### config.mk
export PLATFORM = sky130hd
export DESIGN_NAME = render_tile_enumerator
export DESIGN_NICKNAME = d
export VERILOG_FILES = /design/src/rtl/rte_pkg.sv /design/src/rtl/rte_div.sv /design/src/rtl/rte_ctrl.sv /design/src/rtl/rte_dpath.sv /design/src/rtl/render_tile_enumerator.sv
export SDC_FILE = /design/constraint.sdc
export NUM_CORES = 1
export LEC_CHECK = 0
export BUFFER_PORTS_ARGS = -buffer_cell sky130_fd_sc_hd__clkbuf_2
export CAP_MARGIN = 20
export CORE_AREA = 2 2 249 251
export CTS_BUF_LIST = sky130_fd_sc_hd__clkbuf_16
export DETAILED_ROUTE_END_ITERATION = 8
export DIE_AREA = 0 0 251 253
export PLACE_DENSITY = 0.64
export SLEW_MARGIN = 10
export SYNTH_ARGS = -nofsm -noshare
export SYNTH_HDL_FRONTEND = slang
export SYNTH_SLANG_ARGS = --single-unit
### constraint.sdc
create_clock -name clk -period 9.4 [get_ports clk]
set_clock_uncertainty 0.2 [all_clocks]
set_input_delay 0.94 -clock clk [delete_from_list [all_inputs] [get_ports clk]]
set_output_delay 0.94 -clock clk [all_outputs]
set_load 0.02 [all_outputs]
### src/rtl/rte_pkg.sv
// ----------------------------------------------------------------------------
// rte_pkg
// Shared types and constants for the render tile enumerator.
// ----------------------------------------------------------------------------
package rte_pkg;

	localparam int MAX_RESOLUTION = 16384;

	localparam int OP_W     = 2;
	localparam int COORD_W  = 15;
	localparam int QUERY_W  = 16;
	localparam int TILE_W   = 11;
	localparam int RADIUS_W = 7;
	localparam int INDEX_W  = 28;
	localparam int CFG_W    = 15;
	localparam int CFG_IDX_W = 3;

	// dividend width of the index divider, one quotient bit per step
	localparam int DIV_BITS = 15;
	localparam int DIV_CNT_W = $clog2(DIV_BITS);

	localparam logic [OP_W-1:0] OP_RESTART = 2'd0;
	localparam logic [OP_W-1:0] OP_POP     = 2'd1;
	localparam logic [OP_W-1:0] OP_QUERY   = 2'd2;

	localparam logic [CFG_IDX_W-1:0] REG_IMAGE_WIDTH   = 3'd0;
	localparam logic [CFG_IDX_W-1:0] REG_IMAGE_HEIGHT  = 3'd1;
	localparam logic [CFG_IDX_W-1:0] REG_TILE_WIDTH    = 3'd2;
	localparam logic [CFG_IDX_W-1:0] REG_TILE_HEIGHT   = 3'd3;
	localparam logic [CFG_IDX_W-1:0] REG_BORDER_RADIUS = 3'd4;

	localparam logic [COORD_W-1:0]  RST_IMAGE_WIDTH   = 15'd1920;
	localparam logic [COORD_W-1:0]  RST_IMAGE_HEIGHT  = 15'd1080;
	localparam logic [TILE_W-1:0]   RST_TILE_WIDTH    = 11'd32;
	localparam logic [TILE_W-1:0]   RST_TILE_HEIGHT   = 11'd32;
	localparam logic [RADIUS_W-1:0] RST_BORDER_RADIUS = 7'd0;

	// commands from the controller to the datapath
	typedef struct packed {
		logic take;      // input transfer this cycle
		logic div_load;  // load the dividers with a query
		logic div_step;  // one quotient bit
		logic mul_en;    // register row times tiles-per-row
		logic idx_out;   // write the query answer to the output register
	} rte_cmd_t;

endpackage

### src/rtl/rte_div.sv
// ----------------------------------------------------------------------------
// rte_div
// Restoring divider, one quotient bit per step, unsigned operands.
// ----------------------------------------------------------------------------
module rte_div (
	input  logic                        clk,
	input  logic                        load,
	input  logic                        step,
	input  logic [rte_pkg::DIV_BITS-1:0] dividend,
	input  logic [rte_pkg::TILE_W-1:0]  divisor,
	output logic [rte_pkg::DIV_BITS-1:0] quotient
);
	import rte_pkg::*;

	logic [TILE_W-1:0]   rem_q;
	logic [DIV_BITS-1:0] quo_q;
	logic [TILE_W:0]     trial;
	logic [TILE_W+1:0]   diff;

	assign trial = {rem_q, quo_q[DIV_BITS-1]};
	assign diff  = {1'b0, trial} - {2'b00, divisor};

	always_ff @(posedge clk) begin
		if (load) begin
			rem_q <= '0;
			quo_q <= dividend;
		end else if (step) begin
			if (!diff[TILE_W+1]) begin
				rem_q <= diff[TILE_W-1:0];
				quo_q <= {quo_q[DIV_BITS-2:0], 1'b1};
			end else begin
				rem_q <= trial[TILE_W-1:0];
				quo_q <= {quo_q[DIV_BITS-2:0], 1'b0};
			end
		end
	end

	assign quotient = quo_q;

endmodule

### src/rtl/rte_ctrl.sv
// ----------------------------------------------------------------------------
// rte_ctrl
// Sequencer for the tile enumerator: input acceptance and query steps.
// ----------------------------------------------------------------------------
module rte_ctrl (
	input  logic                      clk,
	input  logic                      arst_n,
	input  logic                      s_tvalid,
	input  logic [rte_pkg::OP_W-1:0]  op,
	input  logic                      out_free,
	output logic                      s_tready,
	output rte_pkg::rte_cmd_t         cmd
);
	import rte_pkg::*;

	localparam logic [1:0] ST_IDLE = 2'd0;
	localparam logic [1:0] ST_DIV  = 2'd1;
	localparam logic [1:0] ST_MUL  = 2'd2;
	localparam logic [1:0] ST_FIN  = 2'd3;

	logic [1:0]           state_q;
	logic [1:0]           state_nxt;
	logic [DIV_CNT_W-1:0] cnt_q;
	logic                 take;

	assign s_tready = (state_q == ST_IDLE) && out_free;
	assign take     = s_tvalid && s_tready;

	always_comb begin
		state_nxt    = state_q;
		cmd          = '0;
		cmd.take     = take;
		unique case (state_q)
			ST_IDLE: begin
				if (take && op == OP_QUERY) begin
					cmd.div_load = 1'b1;
					state_nxt    = ST_DIV;
				end
			end
			ST_DIV: begin
				cmd.div_step = 1'b1;
				if (cnt_q == DIV_CNT_W'(DIV_BITS - 1)) begin
					state_nxt = ST_MUL;
				end
			end
			ST_MUL: begin
				cmd.mul_en = 1'b1;
				state_nxt  = ST_FIN;
			end
			ST_FIN: begin
				// wait for the output register before writing the answer
				if (out_free) begin
					cmd.idx_out = 1'b1;
					state_nxt   = ST_IDLE;
				end
			end
			default: state_nxt = ST_IDLE;
		endcase
	end

	always_ff @(posedge clk or negedge arst_n) begin
		if (!arst_n) begin
			state_q <= ST_IDLE;
			cnt_q   <= '0;
		end else begin
			state_q <= state_nxt;
			if (state_q == ST_DIV) begin
				cnt_q <= cnt_q + DIV_CNT_W'(1);
			end else begin
				cnt_q <= '0;
			end
		end
	end

endmodule

### src/rtl/rte_dpath.sv
// ----------------------------------------------------------------------------
// rte_dpath
// Configuration, walk position, tile bounds, index dividers and output register.
// ----------------------------------------------------------------------------
module rte_dpath (
	input  logic                           clk,
	input  logic                           arst_n,
	input  rte_pkg::rte_cmd_t              cmd,
	input  logic [rte_pkg::OP_W-1:0]       op,
	input  logic [rte_pkg::QUERY_W-1:0]    query_start_x,
	input  logic [rte_pkg::QUERY_W-1:0]    query_start_y,
	input  logic                           cfg_we,
	input  logic [rte_pkg::CFG_IDX_W-1:0]  cfg_index,
	input  logic [rte_pkg::CFG_W-1:0]      cfg_data,
	input  logic                           m_tready,
	output logic                           m_tvalid,
	output logic                           out_free,
	output logic                           tile_valid,
	output logic [rte_pkg::COORD_W-1:0]    first_x,
	output logic [rte_pkg::COORD_W-1:0]    first_y,
	output logic [rte_pkg::COORD_W-1:0]    last_x,
	output logic [rte_pkg::COORD_W-1:0]    last_y,
	output logic [rte_pkg::INDEX_W-1:0]    linear_index
);
	import rte_pkg::*;

	localparam logic [COORD_W-1:0] MaxRes = COORD_W'(MAX_RESOLUTION);

	// configuration
	logic [COORD_W-1:0]  img_w_q, img_h_q;
	logic [TILE_W-1:0]   tile_w_q, tile_h_q;
	logic [RADIUS_W-1:0] radius_q;

	// walk state
	logic [13:0]        walk_x_q;
	logic [COORD_W-1:0] walk_y_q;
	logic               walk_done_q;

	// clamped sizes
	logic [COORD_W-1:0] w, h;
	logic [TILE_W-1:0]  tw, th;

	// pop arithmetic
	logic [16:0] sum_x, sum_y, ex, ey, ex_w, ey_w, ny_sel, rad17;
	logic        row_adv, walk_end, at_right, at_bottom;
	logic [COORD_W-1:0] fx, fy;

	// query
	logic [DIV_BITS-1:0] qx_clamp, qy_clamp, tpr_dvd;
	logic [15:0]         tpr_sum;
	logic [DIV_BITS-1:0] cx, cy, tpr;
	logic [INDEX_W-1:0]  product_q;
	logic [2*DIV_BITS-1:0] product;

	// output register
	logic               out_valid_q;
	logic               load_out;
	logic               tile_valid_nxt;
	logic [COORD_W-1:0] first_x_nxt, first_y_nxt, last_x_nxt, last_y_nxt;
	logic [INDEX_W-1:0] index_nxt;
	logic               tile_valid_q;
	logic [COORD_W-1:0] first_x_q, first_y_q, last_x_q, last_y_q;
	logic [INDEX_W-1:0] index_q;

	always_ff @(posedge clk or negedge arst_n) begin
		if (!arst_n) begin
			img_w_q  <= RST_IMAGE_WIDTH;
			img_h_q  <= RST_IMAGE_HEIGHT;
			tile_w_q <= RST_TILE_WIDTH;
			tile_h_q <= RST_TILE_HEIGHT;
			radius_q <= RST_BORDER_RADIUS;
		end else if (cfg_we) begin
			unique case (cfg_index)
				REG_IMAGE_WIDTH:   img_w_q  <= cfg_data;
				REG_IMAGE_HEIGHT:  img_h_q  <= cfg_data;
				REG_TILE_WIDTH:    tile_w_q <= cfg_data[TILE_W-1:0];
				REG_TILE_HEIGHT:   tile_h_q <= cfg_data[TILE_W-1:0];
				REG_BORDER_RADIUS: radius_q <= cfg_data[RADIUS_W-1:0];
				default: ;
			endcase
		end
	end

	// zero sizes count as one, images larger than the maximum are cut to it
	always_comb begin
		w  = (img_w_q == '0) ? COORD_W'(1) : ((img_w_q > MaxRes) ? MaxRes : img_w_q);
		h  = (img_h_q == '0) ? COORD_W'(1) : ((img_h_q > MaxRes) ? MaxRes : img_h_q);
		tw = (tile_w_q == '0) ? TILE_W'(1) : tile_w_q;
		th = (tile_h_q == '0) ? TILE_W'(1) : tile_h_q;
	end

	// tile bounds and next walk position
	always_comb begin
		rad17     = {10'd0, radius_q};
		sum_x     = {3'd0, walk_x_q} + {6'd0, tw};
		sum_y     = {2'd0, walk_y_q} + {6'd0, th};
		ex        = (sum_x > {2'd0, w}) ? {2'd0, w} : sum_x;
		ey        = (sum_y > {2'd0, h}) ? {2'd0, h} : sum_y;
		at_right  = (ex == {2'd0, w});
		at_bottom = (ey == {2'd0, h});
		ex_w      = at_right ? ex + rad17 : ex;
		ey_w      = at_bottom ? ey + rad17 : ey;
		fx        = (walk_x_q == '0) ? COORD_W'(0) - {8'd0, radius_q} : {1'b0, walk_x_q};
		fy        = (walk_y_q == '0) ? COORD_W'(0) - {8'd0, radius_q} : walk_y_q;
		row_adv   = (sum_x >= {2'd0, w});
		ny_sel    = row_adv ? sum_y : {2'd0, walk_y_q};
		walk_end  = (ny_sel >= {2'd0, h});
	end

	always_ff @(posedge clk or negedge arst_n) begin
		if (!arst_n) begin
			walk_x_q    <= '0;
			walk_y_q    <= '0;
			walk_done_q <= 1'b0;
		end else if (cmd.take) begin
			if (op == OP_RESTART) begin
				walk_x_q    <= '0;
				walk_y_q    <= '0;
				walk_done_q <= 1'b0;
			end else if (op == OP_POP && !walk_done_q) begin
				walk_done_q <= walk_end;
				walk_x_q    <= (walk_end || row_adv) ? 14'd0 : sum_x[13:0];
				walk_y_q    <= walk_end ? COORD_W'(0) : ny_sel[COORD_W-1:0];
			end
		end
	end

	// negative start coordinates clamp to zero
	assign qx_clamp = query_start_x[QUERY_W-1] ? '0 : query_start_x[DIV_BITS-1:0];
	assign qy_clamp = query_start_y[QUERY_W-1] ? '0 : query_start_y[DIV_BITS-1:0];
	assign tpr_sum  = {1'b0, w} + {5'd0, tw} - 16'd1;
	assign tpr_dvd  = tpr_sum[DIV_BITS-1:0];

	rte_div u_div_x (
		.clk      (clk),
		.load     (cmd.div_load),
		.step     (cmd.div_step),
		.dividend (qx_clamp),
		.divisor  (tw),
		.quotient (cx)
	);

	rte_div u_div_y (
		.clk      (clk),
		.load     (cmd.div_load),
		.step     (cmd.div_step),
		.dividend (qy_clamp),
		.divisor  (th),
		.quotient (cy)
	);

	rte_div u_div_tpr (
		.clk      (clk),
		.load     (cmd.div_load),
		.step     (cmd.div_step),
		.dividend (tpr_dvd),
		.divisor  (tw),
		.quotient (tpr)
	);

	assign product = cy * tpr;

	always_ff @(posedge clk) begin
		if (cmd.mul_en) begin
			product_q <= product[INDEX_W-1:0];
		end
	end

	// result mux for the output register
	always_comb begin
		tile_valid_nxt = 1'b0;
		first_x_nxt    = '0;
		first_y_nxt    = '0;
		last_x_nxt     = '0;
		last_y_nxt     = '0;
		index_nxt      = '0;
		if (cmd.idx_out) begin
			index_nxt = product_q + {{(INDEX_W-DIV_BITS){1'b0}}, cx};
		end else if (op == OP_POP && !walk_done_q) begin
			tile_valid_nxt = 1'b1;
			first_x_nxt    = fx;
			first_y_nxt    = fy;
			last_x_nxt     = COORD_W'(ex_w - 17'd1);
			last_y_nxt     = COORD_W'(ey_w - 17'd1);
		end
	end

	assign out_free = !out_valid_q || m_tready;
	assign load_out = cmd.idx_out || (cmd.take && op != OP_QUERY);

	always_ff @(posedge clk or negedge arst_n) begin
		if (!arst_n) begin
			out_valid_q <= 1'b0;
		end else if (load_out) begin
			out_valid_q <= 1'b1;
		end else if (m_tready) begin
			out_valid_q <= 1'b0;
		end
	end

	always_ff @(posedge clk) begin
		if (load_out) begin
			tile_valid_q <= tile_valid_nxt;
			first_x_q    <= first_x_nxt;
			first_y_q    <= first_y_nxt;
			last_x_q     <= last_x_nxt;
			last_y_q     <= last_y_nxt;
			index_q      <= index_nxt;
		end
	end

	assign m_tvalid     = out_valid_q;
	assign tile_valid   = tile_valid_q;
	assign first_x      = first_x_q;
	assign first_y      = first_y_q;
	assign last_x       = last_x_q;
	assign last_y       = last_y_q;
	assign linear_index = index_q;

endmodule

### src/rtl/render_tile_enumerator.sv
// Restart, pop and idle ops: result in the output register in the cycle after the transfer,
// one item per cycle while the result side keeps up.
// Index query: 15 divider steps, one multiply and one add; the result write waits for room in
// the output register, and the next item is taken only after it is written (bit-serial divider).
// Reset (arst_n low, asynchronous): walk back at the first tile, registers to their defaults,
// output empty.
// ----------------------------------------------------------------------------
// render_tile_enumerator
// Raster walk over image tiles with border widening and tile index lookup.
// ----------------------------------------------------------------------------
module render_tile_enumerator (
	input  logic                          clk,
	input  logic                          arst_n,
	input  logic                          s_tvalid,
	output logic                          s_tready,
	input  logic [31:0]                   s_tdata,  // query_start_x, query_start_y
	input  logic [1:0]                    s_tuser,  // op
	output logic                          m_tvalid,
	input  logic                          m_tready,
	output logic [87:0]                   m_tdata,  // first_x, first_y, last_x, last_y,
	                                                // linear_index
	output logic                          m_tuser,  // tile_valid
	input  logic                          cfg_we,
	input  logic [rte_pkg::CFG_IDX_W-1:0] cfg_index,
	input  logic [rte_pkg::CFG_W-1:0]     cfg_data
);
	import rte_pkg::*;

	rte_cmd_t           cmd;
	logic               out_free;
	logic               tile_valid;
	logic [COORD_W-1:0] first_x, first_y, last_x, last_y;
	logic [INDEX_W-1:0] linear_index;

	rte_ctrl u_ctrl (
		.clk      (clk),
		.arst_n   (arst_n),
		.s_tvalid (s_tvalid),
		.op       (s_tuser),
		.out_free (out_free),
		.s_tready (s_tready),
		.cmd      (cmd)
	);

	rte_dpath u_dpath (
		.clk           (clk),
		.arst_n        (arst_n),
		.cmd           (cmd),
		.op            (s_tuser),
		.query_start_x (s_tdata[15:0]),
		.query_start_y (s_tdata[31:16]),
		.cfg_we        (cfg_we),
		.cfg_index     (cfg_index),
		.cfg_data      (cfg_data),
		.m_tready      (m_tready),
		.m_tvalid      (m_tvalid),
		.out_free      (out_free),
		.tile_valid    (tile_valid),
		.first_x       (first_x),
		.first_y       (first_y),
		.last_x        (last_x),
		.last_y        (last_y),
		.linear_index  (linear_index)
	);

	assign m_tdata = {linear_index, last_y, last_x, first_y, first_x};
	assign m_tuser = tile_valid;

endmodule
==> results of run 1 <==
-- per-stage QoR --
step	cell area, µm²	cells	setup slack, ps	hold WS [ps]
2_1_floorplan	27100	2915	651	251
3_3_place_gp	28600	3745	985	268
3_5_place_dp	28600	3745	761	271
4_1_cts	29700	3810	736	71.8
5_1_grt	29700	3811	38.8	86.7
6_report	29700	3811	863	92.0
-- placed cells by master, fill, tap and decap left out, drive strengths merged, types with 11 or more instances in the layout --
| cell type | n |
|---|---|
| nand2 | 340 |
| inv | 308 |
| ha | 245 |
| nor2 | 221 |
| clkbuf | 184 |
| fa | 175 |
| edfxtp | 162 |
| o21ai | 162 |
| a21oi | 120 |
| and2 | 119 |
| xnor2 | 102 |
| dfrtp | 86 |
| a21o | 65 |
| xor2 | 58 |
| mux2 | 55 |
| mux2i | 47 |
| nand3 | 39 |
| nor3 | 37 |
| nor2b | 34 |
| a211oi | 34 |
| dfxtp | 33 |
| nor4 | 31 |
| buf | 29 |
| nand2b | 28 |
| a21boi | 25 |
| nand4 | 22 |
| a32o | 22 |
| and3 | 17 |
| o21a | 16 |
| clkinv | 14 |
| a31oi | 13 |
| o211ai | 13 |
| o31ai | 13 |
| or4 | 12 |
| or3 | 11 |
-- cell families after synthesis --
group,synth area share
simple gates,0.168
compound gates,0.139
buf+inv,0.0618
fa+ha+maj,0.242
flops,0.292
xor+xnor,0.0568
mux,0.0403
-- cell usage after synthesis, types with 34 or more instances --
| master | n | area [µm²] |
|---|---|---|
| sky130_fd_sc_hd__edfxtp_1 | 162 | 4860 |
| sky130_fd_sc_hd__clkbuf_1 | 116 | 435 |
| sky130_fd_sc_hd__dfrtp_1 | 86 | 2150 |
| sky130_fd_sc_hd__o21ai_0 | 157 | 786 |
| sky130_fd_sc_hd__xnor2_1 | 100 | 876 |
| sky130_fd_sc_hd__nand3_1 | 37 | 185 |
| sky130_fd_sc_hd__a21o_1 | 65 | 488 |
| sky130_fd_sc_hd__nand2_1 | 340 | 1280 |
| sky130_fd_sc_hd__ha_1 | 245 | 3070 |
| sky130_fd_sc_hd__nor3_1 | 34 | 170 |
| sky130_fd_sc_hd__and2_1 | 117 | 732 |
| sky130_fd_sc_hd__inv_1 | 297 | 1110 |
| sky130_fd_sc_hd__fa_1 | 175 | 3500 |
| sky130_fd_sc_hd__mux2_2 | 55 | 619 |
| sky130_fd_sc_hd__xor2_1 | 58 | 508 |
| sky130_fd_sc_hd__a21oi_1 | 118 | 591 |
| sky130_fd_sc_hd__nor2_1 | 219 | 822 |
| sky130_fd_sc_hd__mux2i_1 | 46 | 460 |
-- cell type report --
type | count | area, µm² | share of cell area
inverters | 298 | 1120 | 0.0376
repair buffers | 175 | 968 | 0.0326
clock buffers | 38 | 951 | 0.0320
flip-flops and latches | 291 | 7940 | 0.267
multi-input cells | 2192 | 17600 | 0.591
well taps | 790 | 988 | 0.0332
clock inverters | 27 | 196 | 0.00661
-- metal layers --
| layer | wire length [µm] | part of all wire | vias to the layer above |
|---|---|---|---|
| li1 | - | - | 10167 |
| met1 | 33400 | 0.44 | 10527 |
| met2 | 35200 | 0.47 | 658 |
| met3 | 4060 | 0.054 | 146 |
| met4 | 2440 | 0.033 | 0 |
| met5 | 0 | 0 | - |
-- how the worst min path moves through the flow --
stage                                    from                              end  slack, ps  cells past startpoint
finish                                 arst_n  u_dpath.tile_h_q[4]$_DFFE_PN0P_         90                      1
global route                           arst_n  u_dpath.img_h_q[11]$_DFFE_PN0P_         90                      1
CTS                                    arst_n  u_dpath.tile_h_q[4]$_DFFE_PN0P_         70                      1
detailed placement  u_ctrl.cnt_q[0]$_DFF_PN0_        u_ctrl.cnt_q[0]$_DFF_PN0_        270                      1
global placement    u_ctrl.cnt_q[0]$_DFF_PN0_        u_ctrl.cnt_q[0]$_DFF_PN0_        270                      1
floorplan           u_ctrl.cnt_q[0]$_DFF_PN0_        u_ctrl.cnt_q[0]$_DFF_PN0_        250                      1
-- repair_timing --
item                                    4_1_cts  5_1_grt
endpoints found under the setup margin        0        2
resized for setup                             0        3
hold buffers                                  0        0
==> impl_metrics.json, run 1 <==
{
  "status": "completed",
  "groute.usage.overall": 0.238,
  "worst_path_dominant_cell_family": "compound AO/OA/AOI/OAI gates",
  "grt_overflow_total": 0,
  "layout_area_overhead_pct": 9.55,
  "synth_top_flop_cell": "sky130_fd_sc_hd__edfxtp_1",
  "finalCriticalPeriod_ps": 8540,
  "clock_tree.htree_level_count": 2,
  "drive_gt1_frac": 0.117,
  "synth.distinct_cells": 108,
  "post_drt_via_cell_ratio": 5.64,
  "final-max-slew-violation-count": 0,
  "grt_pass1_vias": 21813,
  "critical-path-top-cell-by-count": "sky130_fd_sc_hd__o21ai_0",
  "critPathBufInv": 2,
  "num_vias": 21498,
  "critPathKind": "reg2reg",
  "cp-end-kind": "register",
  "fp.dieH_um": 253,
  "port-buffer-count": 147,
  "fraction_of_the_cycle_the_final_worst_path_needs": 0.908,
  "grt-busiest-layer": "met2",
  "setup_total_negative_slack_ps": 0,
  "die-width_um": 251,
  "route.detailed.wl_per_inst_um": 19.7,
  "crit_end": "u_dpath.last_x[14]$_SDFFCE_PP0P_",
  "insertedDiodeCount": 0,
  "routed_wl_mm": 75.1,
  "grt_pass1_wl_mm": 119,
  "gp_congestion": 0.966,
  "ios": 148,
  "worstRegToRegCells": 33,
  "detail-route-antenna-nets": 0,
  "worstSkewPairLatency_ps": 560,
  "cp.depth": 33,
  "antenna_found_initial": 1,
  "synth_warnings": 0,
  "worst_setup_path_startpoint": "u_dpath.tile_w_q[1]$_DFFE_PN0P_",
  "critPathArrivalTime_ps": 8610,
  "drt_pre_antenna_iters": 6,
  "floorplan.core_area_um2": 61000,
  "std_cell_rows": 91,
  "cts_post_setup_buffers_inserted": 0,
  "gr-usage-met1": 0.324,
  "drt_iter0_markers": 1463,
  "transition_at_the_pin_with_the_smallest_max_transition_slack_ps": 999,
  "seq_area_frac_synth": 0.292,
  "tritoncts": "yes",
  "timing.reg2reg.setup_slack_ps": 860,
  "min-delay-path-class": "in2async",
  "grt_max_degree": 90,
  "clk_root_buffer_cell": "sky130_fd_sc_hd__clkbuf_16",
  "setup_viol": 0,
  "worst_slew_margin_rel": 0.331,
  "grt_use_met2": 0.396,
  "synth_area_um2": 27100,
  "worst_r2r_startpoint": "u_dpath.tile_w_q[1]$_DFFE_PN0P_",
  "n_fill_cell": 5756,
  "drv_cap": 0,
  "timing.final.hold_violations": 0,
  "clk_transition_reported_paths_ps": 60,
  "cts_num_sinks": 291,
  "worst_path_max_stage_delay_ps": 480,
  "maximum_buffer_depth_of_the_clock_tree": 3,
  "critPathLaunchType": "register",
  "required_ps": 9480,
  "remaining_drc_errors": 0,
  "synth-edff-count": 162,
  "critical_path.reg2reg.endpoint": "u_dpath.last_x[14]$_SDFFCE_PP0P_",
  "post_synth.cell_area_avg_um2": 9.31,
  "fin_util": 0.487,
  "critPathMaxFanout": 35,
  "synthesis.instances": 2915,
  "final_hpwl_from_detailed_placement_mm": 58.8,
  "initial_utilization": 0.445,
  "postSynthRegisterBits": 291,
  "setup_repair_after_global_routing_missed_its_margin": "false",
  "grt_util_met3": 0.0292,
  "die-area_um2": 63500,
  "synth_fp_nets": 3392,
  "nNetsFinal": 3471,
  "cts_inserted_buffers": 36,
  "max_freq_mhz": 117,
  "worst_path_max_delay_cell": "sky130_fd_sc_hd__dfrtp_1",
  "asyncSetResetFlopFracSynth": 0.330
}
Power of run 1 is not shown: default switching activity piles up to over one toggle a cycle in this logic, so the estimate is an artifact.
==> run 2: changes to the inputs <==
CORE_AREA = 2 2 254 256   (was 2 2 249 251)
DIE_AREA = 0 0 256 258   (was 0 0 251 253)
SYNTH_HIERARCHICAL = 1   (was unset)
==> impl_metrics.json, run 2 <==
{
  "status": "completed",
  "synthesis.instances": 2967,
  "clock_tree.htree_level_count": 2,
  "transition_at_the_pin_with_the_smallest_max_transition_slack_ps": 1190,
  "clk_root_buffer_cell": "sky130_fd_sc_hd__clkbuf_16",
  "maximum_buffer_depth_of_the_clock_tree": 3,
  "std_cell_rows": 93,
  "ios": 148,
  "floorplan.core_area_um2": 63600,
  "critPathMaxFanout": 7,
  "synth-edff-count": 162,
  "yosysMostFrequentCell": "sky130_fd_sc_hd__inv_1",
  "groute.usage.overall": 0.231,
  "tritoncts": "yes",
  "critPathLaunchType": "register",
  "mostFrequentLayoutCell": "sky130_fd_sc_hd__inv_1",
  "worst_path_max_delay_cell": "sky130_fd_sc_hd__xnor2_1",
  "initial_utilization": 0.442,
  "drive_gt1_frac": 0.131,
  "clk_transition_reported_paths_ps": 60,
  "grt_overflow_total": 0,
  "insertedDiodeCount": 0,
  "critPathKind": "reg2reg",
  "worstRegToRegCells": 31,
  "route.detailed.wl_per_inst_um": 19.5,
  "cts_repair_resize_count": 0,
  "required_ps": 9520,
  "min-delay-path-class": "in2async",
  "synth_area_leader_cell": "sky130_fd_sc_hd__edfxtp_1",
  "worstSkewPairLatency_ps": 580,
  "holdBufCountCts": 0,
  "drv_cap": 0,
  "drt_pre_antenna_iters": 5,
  "critPathArrivalTime_ps": 8390,
  "timing.final.hold_violations": 0,
  "worst_slew_margin_rel": 0.197,
  "post_drt_via_cell_ratio": 5.72,
  "gp_congestion": 0.948,
  "final_hpwl_from_detailed_placement_mm": 59.2,
  "setup_viol": 0,
  "postSynthRegisterBits": 291,
  "grt_pass1_vias": 22476,
  "port-buffer-count": 147,
  "synth.area.top_cells": "sky130_fd_sc_hd__edfxtp_1, sky130_fd_sc_hd__fa_1, sky130_fd_sc_hd__ha_1, sky130_fd_sc_hd__dfrtp_1, sky130_fd_sc_hd__mux2_2",
  "die-width_um": 256,
  "grt_pass1_wl_mm": 123,
  "synth.cells.most_frequent": "sky130_fd_sc_hd__inv_1, sky130_fd_sc_hd__nand2_1, sky130_fd_sc_hd__ha_1",
  "layout_area_overhead_pct": 9.53,
  "seq_area_frac_synth": 0.282,
  "drt_iter0_markers": 1598,
  "fp.dieH_um": 258,
  "nNetsFinal": 3512,
  "num_vias": 22427,
  "finalCriticalPeriod_ps": 8270,
  "most_frequent_cells_in_the_layout": "sky130_fd_sc_hd__inv_1, sky130_fd_sc_hd__nand2_1, sky130_fd_sc_hd__ha_1",
  "synth.distinct_cells": 99,
  "antenna_found_initial": 1,
  "routed_wl_mm": 76.5,
  "post_synth.cell_area_avg_um2": 9.48,
  "synth_top_flop_cell": "sky130_fd_sc_hd__edfxtp_1",
  "setup_total_negative_slack_ps": 0,
  "final-max-slew-violation-count": 0,
  "worst_path_max_stage_delay_ps": 670,
  "detail-route-antenna-nets": 0,
  "cp-end-kind": "register",
  "cts_post_setup_buffers_inserted": 0,
  "synth_fp_nets": 3445,
  "max_freq_mhz": 121,
  "cts_inserted_buffers": 37,
  "synth_warnings": 6,
  "synth_area_um2": 28100,
  "fraction_of_synthesized_cell_area_taken_by_the_top_area_cell_type": 0.173,
  "remaining_drc_errors": 0,
  "grt_max_degree": 67,
  "setup_repair_after_global_routing_missed_its_margin": "false",
  "asyncSetResetFlopFracSynth": 0.330,
  "cts_num_sinks": 291,
  "die-area_um2": 66000,
  "fraction_of_the_cycle_the_final_worst_path_needs": 0.880
}
run 2: area by class of cell:
cell class / count / area [µm²]
clock buffers: 42 / 1050
flip-flops and latches: 291 / 7940
clock inverters: 26 / 185
repair buffers: 167 / 888
inverters: 314 / 1180
well taps: 855 / 1070
multi-input cells: 2223 / 18500
fillers: 5953 / 32800
run 2: layer usage:
layer | vias to the layer above | global-route usage | wire length (µm)
met4 | 2 | 0.0728 | 2280
met1 | 11106 | 0.317 | 34400
li1 | 10474 | - | -
met5 | - | 0 | 16
met2 | 684 | 0.374 | 35100
met3 | 161 | 0.0366 | 4650
run 2: cells by family after synthesis:
logic type                 synth area share
xor gates and xnor gates             0.0544
DFF                                   0.282
buffers and inverters                0.0621
muxes                                0.0563
and+or+nand+nor                       0.173
AOI/OAI and AO/OA                     0.138
adders and majority gates             0.234
run 2: critical path: cells and delay by family (launching register included):
family | cells | cell delay [ps]
buffers and inverters | 2 | 160
multiplexers | 1 | 210
AO/OA/AOI/OAI | 12 | 2640
adder cells (fa/ha/maj) | 5 | 1300
flip-flops | 1 | 410
XOR/XNOR | 1 | 670
AND/OR/NAND/NOR | 10 | 2430
run 2: worst paths after layout:
kind                                                        startpoint                                endpoint  slack, ps
worst max-delay path                   u_dpath/tile_h_q[7]$_DFFE_PN0P_        u_dpath/last_y[14]$_SDFFCE_PP0P_       1130
worst min-delay path                                            arst_n         u_dpath/walk_x_q[9]$_DFFE_PN0P_        100
worst max register to register         u_dpath/tile_h_q[7]$_DFFE_PN0P_        u_dpath/last_y[14]$_SDFFCE_PP0P_       1130
worst min register to register  u_dpath/u_div_y/rem_q[10]$_SDFFE_PP0P_  u_dpath/u_div_y/rem_q[10]$_SDFFE_PP0P_        290
max in group asynchronous                                       arst_n         u_dpath/walk_y_q[9]$_DFFE_PN0P_       7630
min in group clk                u_dpath/u_div_y/rem_q[10]$_SDFFE_PP0P_  u_dpath/u_div_y/rem_q[10]$_SDFFE_PP0P_        290
run 2: per-stage QoR:
| stage | instances | hold WS [ps] | util | worst slack, ps | area (µm²) |
|---|---|---|---|---|---|
| final | 3918 | 101 | 0.484 | 1130 | 30800 |
| after global routing | 3918 | 116 | 0.484 | 643 | 30800 |
| after floorplan | 2967 | 242 | - | 1780 | 28100 |
| after global placement | 3850 | 262 | 0.465 | 1490 | 29600 |
| after CTS | 3918 | 92.4 | 0.484 | 1300 | 30800 |
| after detailed placement | 3850 | 276 | 0.465 | 1320 | 29600 |
Power of run 2 is left out for the same reason.
